File: src/rtl/fqd_pkg.sv
// Package of the linked-list FIFO queue with delete.
// Holds the sizing constants and the operation codes; depends on nothing.
package fqd_pkg;

  localparam int unsigned DEPTH      = 16;
  localparam int unsigned VALUE_BITS = 32;
  localparam int unsigned SLOT_BITS  = $clog2(DEPTH);
  localparam int unsigned CNT_BITS   = $clog2(DEPTH + 1);

  localparam int unsigned MODE_W     = 2;
  localparam int unsigned IN_VAL_W   = 32;
  localparam int unsigned OUT_VAL_W  = 32;
  localparam int unsigned OUT_CNT_W  = 5;

  typedef enum logic [MODE_W-1:0] {
    MODE_ENQ = 2'd0,
    MODE_DEQ = 2'd1,
    MODE_DEL = 2'd2
  } mode_e;

endpackage

File: src/rtl/fqd_in_if.sv
// Input channel of the queue: one operation per item.
// Depends on fqd_pkg for the field widths.
interface fqd_in_if;
  logic                           valid;
  logic                           ready;
  logic [fqd_pkg::MODE_W-1:0]     mode;
  logic [fqd_pkg::IN_VAL_W-1:0]   item_value;

  modport source (output valid, output mode, output item_value, input ready);
  modport sink   (input valid, input mode, input item_value, output ready);
endinterface

File: src/rtl/fqd_out_if.sv
// Result channel of the queue: one status item per operation.
// Depends on fqd_pkg for the field widths.
interface fqd_out_if;
  logic                           valid;
  logic                           ready;
  logic                           status;
  logic [fqd_pkg::OUT_VAL_W-1:0]  item_out;
  logic [fqd_pkg::OUT_CNT_W-1:0]  count;

  modport source (output valid, output status, output item_out, output count, input ready);
  modport sink   (input valid, input status, input item_out, input count, output ready);
endinterface

File: src/rtl/fqd_ram.sv
// Generic single-port-write, single-port-read RAM with a registered read.
// Stand-alone; no package needed.
module fqd_ram #(
  parameter int unsigned WIDTH = 8,
  parameter int unsigned DEPTH = 16
) (
  input  logic                     clk_i,
  input  logic                     we_i,
  input  logic [$clog2(DEPTH)-1:0] waddr_i,
  input  logic [WIDTH-1:0]         wdata_i,
  input  logic                     re_i,
  input  logic [$clog2(DEPTH)-1:0] raddr_i,
  output logic [WIDTH-1:0]         rdata_o
);

  logic [WIDTH-1:0] mem_q [DEPTH];
  logic [WIDTH-1:0] rdata_q;

  always_ff @(posedge clk_i) begin
    if (we_i) begin
      mem_q[waddr_i] <= wdata_i;
    end
    if (re_i) begin
      rdata_q <= mem_q[raddr_i];
    end
  end

  assign rdata_o = rdata_q;

endmodule

File: src/rtl/fifo_queue_with_delete_core.sv
// FIFO queue of nonzero tokens kept as a linked list in two RAMs (values and links).
// Enqueue, and any error seen at acceptance (zero token, empty or full queue, unused mode):
// result in the cycle after acceptance, one item per cycle while results are taken.
// Dequeue: the head slot is read from the RAMs, then ST_DEQ registers the result. Delete,
// found or not: ST_WALK visits entries from the head, at most DEPTH. Reset is asynchronous
// and empties the queue. Depends on fqd_pkg, fqd_in_if, fqd_out_if and fqd_ram.
module fifo_queue_with_delete_core (
  input  logic      clk_i,
  input  logic      rst_ni,
  fqd_in_if.sink    in_i,
  fqd_out_if.source out_o
);

  localparam int unsigned DEPTH = fqd_pkg::DEPTH;
  localparam int unsigned VW    = fqd_pkg::VALUE_BITS;
  localparam int unsigned SW    = fqd_pkg::SLOT_BITS;
  localparam int unsigned CW    = fqd_pkg::CNT_BITS;

  typedef enum logic [1:0] {
    ST_IDLE,
    ST_DEQ,
    ST_WALK
  } state_e;

  // Control state. The RAM contents are only ever read for slots on the list,
  // so they need no reset.
  state_e            state_q, state_d;
  logic [DEPTH-1:0]  free_q, free_d;
  logic [SW-1:0]     head_q, head_d;
  logic [SW-1:0]     tail_q, tail_d;
  logic [CW-1:0]     count_q, count_d;

  // Walk registers of a delete: the slot under inspection, its predecessor,
  // how many entries have been passed and the token searched for.
  logic [SW-1:0]     cur_q, cur_d;
  logic [SW-1:0]     prev_q, prev_d;
  logic [CW-1:0]     step_q, step_d;
  logic [VW-1:0]     target_q, target_d;

  // Output register, which decouples the result side from the input side.
  logic                           ovalid_q, ovalid_d;
  logic                           ostatus_q, ostatus_d;
  logic [fqd_pkg::OUT_VAL_W-1:0]  oitem_q, oitem_d;

  // RAM ports.
  logic          val_we, lnk_we, rd_en;
  logic [SW-1:0] val_waddr, lnk_waddr, rd_addr;
  logic [VW-1:0] val_wdata, rd_value;
  logic [SW-1:0] lnk_wdata, rd_link;

  fqd_ram #(.WIDTH(VW), .DEPTH(DEPTH)) u_value_ram (
    .clk_i   (clk_i),
    .we_i    (val_we),
    .waddr_i (val_waddr),
    .wdata_i (val_wdata),
    .re_i    (rd_en),
    .raddr_i (rd_addr),
    .rdata_o (rd_value)
  );

  fqd_ram #(.WIDTH(SW), .DEPTH(DEPTH)) u_link_ram (
    .clk_i   (clk_i),
    .we_i    (lnk_we),
    .waddr_i (lnk_waddr),
    .wdata_i (lnk_wdata),
    .re_i    (rd_en),
    .raddr_i (rd_addr),
    .rdata_o (rd_link)
  );

  // The incoming token, cut or widened to the stored value width.
  logic [63:0]   in_wide;
  logic [VW-1:0] in_val;
  assign in_wide = 64'(in_i.item_value);
  assign in_val  = in_wide[VW-1:0];

  // The output register is free when it is empty or being emptied this cycle.
  logic out_free;
  assign out_free = !ovalid_q || out_o.ready;

  // A new item is taken only between operations and when a result can be stored.
  logic accept;
  assign in_i.ready = (state_q == ST_IDLE) && out_free;
  assign accept     = in_i.valid && in_i.ready;

  // Lowest-numbered free slot for an enqueue.
  logic [SW-1:0] free_slot;
  logic          free_found;
  always_comb begin
    free_slot  = '0;
    free_found = 1'b0;
    for (int unsigned s = 0; s < DEPTH; s++) begin
      if (free_q[s] && !free_found) begin
        free_slot  = SW'(s);
        free_found = 1'b1;
      end
    end
  end

  logic          full, empty, match;
  logic [CW-1:0] count_dec;
  logic [CW-1:0] step_inc;
  logic [63:0]   rd_wide;
  assign full      = count_q >= CW'(DEPTH);
  assign empty     = count_q == '0;
  assign match     = rd_value == target_q;
  assign count_dec = count_q - CW'(1);
  assign step_inc  = step_q + CW'(1);
  assign rd_wide   = 64'(rd_value);

  always_comb begin
    state_d   = state_q;
    free_d    = free_q;
    head_d    = head_q;
    tail_d    = tail_q;
    count_d   = count_q;
    cur_d     = cur_q;
    prev_d    = prev_q;
    step_d    = step_q;
    target_d  = target_q;
    ovalid_d  = ovalid_q && !out_o.ready;
    ostatus_d = ostatus_q;
    oitem_d   = oitem_q;

    val_we    = 1'b0;
    val_waddr = free_slot;
    val_wdata = in_val;
    lnk_we    = 1'b0;
    lnk_waddr = tail_q;
    lnk_wdata = free_slot;
    rd_en     = 1'b0;
    rd_addr   = head_q;

    case (state_q)
      ST_IDLE: begin
        if (accept) begin
          // Every path that finishes here gives an error or an enqueue result.
          ovalid_d  = 1'b1;
          ostatus_d = 1'b1;
          oitem_d   = '0;
          case (in_i.mode)
            fqd_pkg::MODE_ENQ: begin
              if (in_val != '0 && !full && free_found) begin
                ostatus_d         = 1'b0;
                val_we            = 1'b1;
                free_d[free_slot] = 1'b0;
                // The old tail now points at the new entry.
                lnk_we            = !empty;
                if (empty) begin
                  head_d = free_slot;
                end
                tail_d  = free_slot;
                count_d = count_q + CW'(1);
              end
            end
            fqd_pkg::MODE_DEQ: begin
              if (!empty) begin
                ovalid_d = 1'b0;
                rd_en    = 1'b1;
                state_d  = ST_DEQ;
              end
            end
            fqd_pkg::MODE_DEL: begin
              if (in_val != '0 && !empty) begin
                ovalid_d = 1'b0;
                rd_en    = 1'b1;
                cur_d    = head_q;
                prev_d   = '0;
                step_d   = '0;
                target_d = in_val;
                state_d  = ST_WALK;
              end
            end
            default: begin
            end
          endcase
        end
      end

      ST_DEQ: begin
        // Head value and link have arrived from the RAMs.
        ovalid_d       = 1'b1;
        ostatus_d      = 1'b0;
        oitem_d        = rd_wide[fqd_pkg::OUT_VAL_W-1:0];
        free_d[head_q] = 1'b1;
        count_d        = count_dec;
        if (count_dec == '0) begin
          head_d = '0;
          tail_d = '0;
        end else begin
          head_d = rd_link;
        end
        state_d = ST_IDLE;
      end

      ST_WALK: begin
        if (match) begin
          // Unlink the entry: either the head moves on, or the predecessor
          // skips over it.
          ovalid_d  = 1'b1;
          ostatus_d = 1'b0;
          oitem_d   = '0;
          if (step_q == '0) begin
            head_d = rd_link;
          end else begin
            lnk_we    = 1'b1;
            lnk_waddr = prev_q;
            lnk_wdata = rd_link;
          end
          if (cur_q == tail_q) begin
            tail_d = prev_q;
          end
          free_d[cur_q] = 1'b1;
          count_d       = count_dec;
          if (count_dec == '0) begin
            head_d = '0;
            tail_d = '0;
          end
          state_d = ST_IDLE;
        end else if (step_inc < count_q) begin
          // Follow the link to the next entry.
          rd_en   = 1'b1;
          rd_addr = rd_link;
          prev_d  = cur_q;
          cur_d   = rd_link;
          step_d  = step_inc;
        end else begin
          // The whole list was passed without a match.
          ovalid_d  = 1'b1;
          ostatus_d = 1'b1;
          oitem_d   = '0;
          state_d   = ST_IDLE;
        end
      end

      default: begin
        state_d = ST_IDLE;
      end
    endcase
  end

  always_ff @(posedge clk_i or negedge rst_ni) begin
    if (!rst_ni) begin
      state_q   <= ST_IDLE;
      free_q    <= '1;
      head_q    <= '0;
      tail_q    <= '0;
      count_q   <= '0;
      cur_q     <= '0;
      prev_q    <= '0;
      step_q    <= '0;
      target_q  <= '0;
      ovalid_q  <= 1'b0;
      ostatus_q <= 1'b0;
      oitem_q   <= '0;
    end else begin
      state_q   <= state_d;
      free_q    <= free_d;
      head_q    <= head_d;
      tail_q    <= tail_d;
      count_q   <= count_d;
      cur_q     <= cur_d;
      prev_q    <= prev_d;
      step_q    <= step_d;
      target_q  <= target_d;
      ovalid_q  <= ovalid_d;
      ostatus_q <= ostatus_d;
      oitem_q   <= oitem_d;
    end
  end

  // The count travels with the result; it is the count after the operation,
  // which the count register holds while the result waits.
  logic [31:0] count_wide;
  assign count_wide = 32'(count_q);

  assign out_o.valid    = ovalid_q;
  assign out_o.status   = ostatus_q;
  assign out_o.item_out = oitem_q;
  assign out_o.count    = count_wide[fqd_pkg::OUT_CNT_W-1:0];

endmodule
File: src/flat_wrapper.sv
// flat-port wrapper written by rule: the top's interface ports become plain ports
module fifo_queue_with_delete_core_flat 
  (clk_i, rst_ni, in_i_valid, in_i_mode, in_i_item_value, in_i_ready, out_o_valid, out_o_status, out_o_item_out, out_o_count, out_o_ready);
  fqd_in_if in_i_i ();
  fqd_out_if out_o_i ();
  input  logic clk_i;
  input  logic rst_ni;
  input wire logic [$bits(in_i_i.valid)-1:0] in_i_valid;
  input wire logic [$bits(in_i_i.mode)-1:0] in_i_mode;
  input wire logic [$bits(in_i_i.item_value)-1:0] in_i_item_value;
  output wire logic [$bits(in_i_i.ready)-1:0] in_i_ready;
  output wire logic [$bits(out_o_i.valid)-1:0] out_o_valid;
  output wire logic [$bits(out_o_i.status)-1:0] out_o_status;
  output wire logic [$bits(out_o_i.item_out)-1:0] out_o_item_out;
  output wire logic [$bits(out_o_i.count)-1:0] out_o_count;
  input wire logic [$bits(out_o_i.ready)-1:0] out_o_ready;
  assign in_i_i.valid = in_i_valid;
  assign in_i_i.mode = in_i_mode;
  assign in_i_i.item_value = in_i_item_value;
  assign in_i_ready = in_i_i.ready;
  assign out_o_valid = out_o_i.valid;
  assign out_o_status = out_o_i.status;
  assign out_o_item_out = out_o_i.item_out;
  assign out_o_count = out_o_i.count;
  assign out_o_i.ready = out_o_ready;
  fifo_queue_with_delete_core u_core (.clk_i(clk_i), .rst_ni(rst_ni), .in_i(in_i_i), .out_o(out_o_i));
endmodule
File: config.mk
export PLATFORM = sky130hd
export DESIGN_NAME = fifo_queue_with_delete_core_flat
export DESIGN_NICKNAME = d
export VERILOG_FILES = /design/src/rtl/fqd_pkg.sv /design/src/rtl/fqd_in_if.sv /design/src/rtl/fqd_out_if.sv /design/src/rtl/fqd_ram.sv /design/src/rtl/fifo_queue_with_delete_core.sv /design/src/flat_wrapper.sv
export SDC_FILE = /design/constraint.sdc
export NUM_CORES = 1
export LEC_CHECK = 0
export BUFFER_PORTS_ARGS = -buffer_cell sky130_fd_sc_hd__buf_2
export CAP_MARGIN = 15
export CORE_ASPECT_RATIO = 1.1
export CORE_UTILIZATION = 67
export CTS_CLUSTER_SIZE = 30
export DETAILED_ROUTE_END_ITERATION = 8
export PLACE_DENSITY = 0.85
export SLEW_MARGIN = 15
export SYNTH_ARGS = -nofsm -noshare
export SYNTH_HDL_FRONTEND = slang
export SYNTH_SLANG_ARGS = --single-unit
File: constraint.sdc
create_clock -name clk_i -period 14.05 [get_ports clk_i]
set_input_delay 3.5125 -clock clk_i [delete_from_list [all_inputs] [get_ports clk_i]]
set_output_delay 3.5125 -clock clk_i [all_outputs]
set_load 0.02 [all_outputs]
==> results.yml <==
yosys:
  ys_seq_area_frac: 0.726
  synth_nets: 1913
  synth-edff-count: 612
  ys.flop_type: "edfxtp_1"
  synth_warnings: 0
  synth_cells: 1859
  yosys_register_bits: 722
  netlist_area_mm2: 0.0292
  async_flop_share: 0.152
  synth.distinct_cells: 63
  syn_avg_cell_area_um2: 15.7
timing:
  relSlewSlack: 0.177
  period_needed_ns: 7.61
  clock_skew_ns: 0.0234
  hold_violations: 0
  fmax_mhz: 131
  hold_slack_ns: 0.457
  finalCritPeriodShare: 0.542
  slew_violations: 0
  final.setup.worst_slack_ns: 6.44
  rsz0062_at_grt: "false"
  tightestPinTransition_ns: 1.23
  setup_tns_ns: 0
  setup_viol: 0
cts:
  cts_root_buffer: "clkbuf_16"
  cts_made_buffers: 69
  clk_latency_ns: 0.62
  clk_pin_slew_ns: 0.06
  hold_buffers: 0
  cts_sinks: 722
  tritoncts: "built"
  cts_resized: 0
  htreeDepth: 3
  cts_buffer_depth: 3
  post_cts_buffers: 0
global_routing:
  grt_pass1_wl_um: 108000
  antenna_found_initial: 4
  track_usage: 0.337
  grt_overflow: 0
  grt_pass1_vias: 17400
  grt_max_degree: 159
routing:
  drc: 0
  viasPerCell: 6.95
  final_antenna_net_count: 0
  wl_per_cell_um: 28.8
  via_count: 17900
  drt_iter0_markers: 2339
  finalWirelength_um: 74300
  first_pass_iters: 6
power_and_ir_drop:
  powerDensity_mw_per_mm2: 209
  vdd_ir_drop_max_v: 0.000153
  leakage_uw: 0.0124
  total_power_uw: 6830
floorplanning:
  start_util: 0.684
  dieArea_mm2: 0.0443
  core_mm2: 0.0426
  rows: 79
  io_pins: 78
  die_h_um: 221
  die_w_um: 201
min_path:
  hp-start: "u_core.out_o.item_out[26]"
  hold_class: "reg2reg"
  hold_path_end: "u_core.out_o.item_out[26]"
  hold_depth: 2
setup_path:
  critical_path_class: "in2out"
  setup.worst_path.start_class: "input pin"
  r2r-end: "u_core.u_value_ram.rdata_o[11]"
  worst-path-max-fanout: 3
  r2r_cells: 10
  timing.rr.start: "u_core.u_value_ram.rdata_o[12]"
  endpoint_kind: "output port"
  critPathArrivalTime_ns: 4.10
  cp.required_ns: 10.54
  ff2ff_setup_slack_ns: 8.56
place:
  preCtsSetupSlack_ns: 6.44
  portBuffers: 77
  post_dp_cell_area_mm2: 0.0303
  place_hpwl_um: 39000
  routabilityCongestion: 0.922
cells_and_area:
  layout_common_cells: "612 x edfxtp_1, 304 x mux2i_1, 159 x o22ai_1"
  mostFrequentLayoutCell: "edfxtp_1"
  layout-drive-gt1-share: 0.154
  syn2layout_area_growth_pct: 12.0
  final_cell_area_mm2: 0.0326
  final_nets: 2008
status:
  status: "finished, final reports clean"
job:
  drv_cap: 0
synth_stat cells, types with 27 or more instances:
cell type  instances  area, um2
edfxtp_1         612      18400
o22ai_1          159        995
nand3_1           52        260
nand2_1          108        405
inv_1             31        116
clkbuf_1          55        206
o21ai_0           27        135
mux2i_1          305       3050
or4_1             36        270
dfrtp_1           94       2350
xnor2_1           42        368
buf_2             29        145
mux2_2            33        372
nor2_1            57        214
a21oi_1           49        245
kinds of logic after synthesis:
family / share of synthesized area
adder cells (fa/ha/maj): 0.00687
AND/OR/NAND/NOR: 0.0568
multiplexers: 0.118
XOR/XNOR: 0.0132
buffers and inverters: 0.0181
flip-flops: 0.726
AO/OA/AOI/OAI: 0.0616
area by class of cell:
cell class              instances  area [um2]
flip-flops and latches        722       21200
fillers                      2284        9950
clock inverters                27         320
diodes                          1        2.50
multi-input cells            1009        7640
well taps                     567         709
inverters                      33         124
repair buffers                119         728
clock buffers                  99        1970
power by group:
| group | internal [uW] | total [uW] | leakage [uW] | switching, uW |
|---|---|---|---|---|
| clock network | 1100 | 1870 | 0.00112 | 777 |
| logic | 782 | 2150 | 0.00441 | 1370 |
| registers | 2630 | 2810 | 0.00688 | 178 |
| total | 4500 | 6830 | 0.0124 | 2320 |
worst max-delay path, stage by stage:
cell and delay, ns:
buf_2 0.10, nand2b_1 0.16, and2_1 0.17, buf_2 0.15
per-layer routing:
| metal | track usage | vias to the layer above | wire [um] |
|---|---|---|---|
| met5 | 0 | - | 37 |
| met4 | 0.170 | 6 | 3310 |
| met3 | 0.0691 | 247 | 8760 |
| met2 | 0.549 | 1381 | 35900 |
| met1 | 0.436 | 8835 | 26400 |
| li1 | - | 7437 | - |
state kept, by name (all words and copies together) (netlist names), 4 cells and up:
| register | flops |
|---|---|
| u_core.u_value_ram.rdata_o | 32 |
| u_core.free_q | 16 |
| u_core.u_link_ram.rdata_o | 4 |
| u_core.prev_q | 4 |
| u_core.head_q | 4 |
| u_core.out_o.item_out | 32 |
| u_core.u_link_ram.mem_q | 64 |
| u_core.tail_q | 4 |
| u_core.step_q | 5 |
| u_core.target_q | 32 |
| u_core.u_value_ram.mem_q | 512 |
| u_core.cur_q | 4 |
| u_core.out_o.count | 5 |
through the flow:
stage                      util  cells
after detailed placement  0.712   2450
after CTS                 0.766   2576
after floorplan               -   1859
after global routing      0.766   2577
after global placement    0.712   2450
final                     0.766   2577
worst max path at each step:
stage                      startpoint                         endpoint  depth (start not counted)
final                     out_o_ready                       in_i_ready                          4
after global routing      out_o_ready                       in_i_ready                          4
after CTS                 out_o_ready                       in_i_ready                          4
after detailed placement  out_o_ready                       in_i_ready                          4
after global placement    out_o_ready                       in_i_ready                          4
after floorplan           out_o_ready  u_core.u_value_ram.mem_q[10][0]                          6
Note: power is estimated with default switching activity, not from simulation.
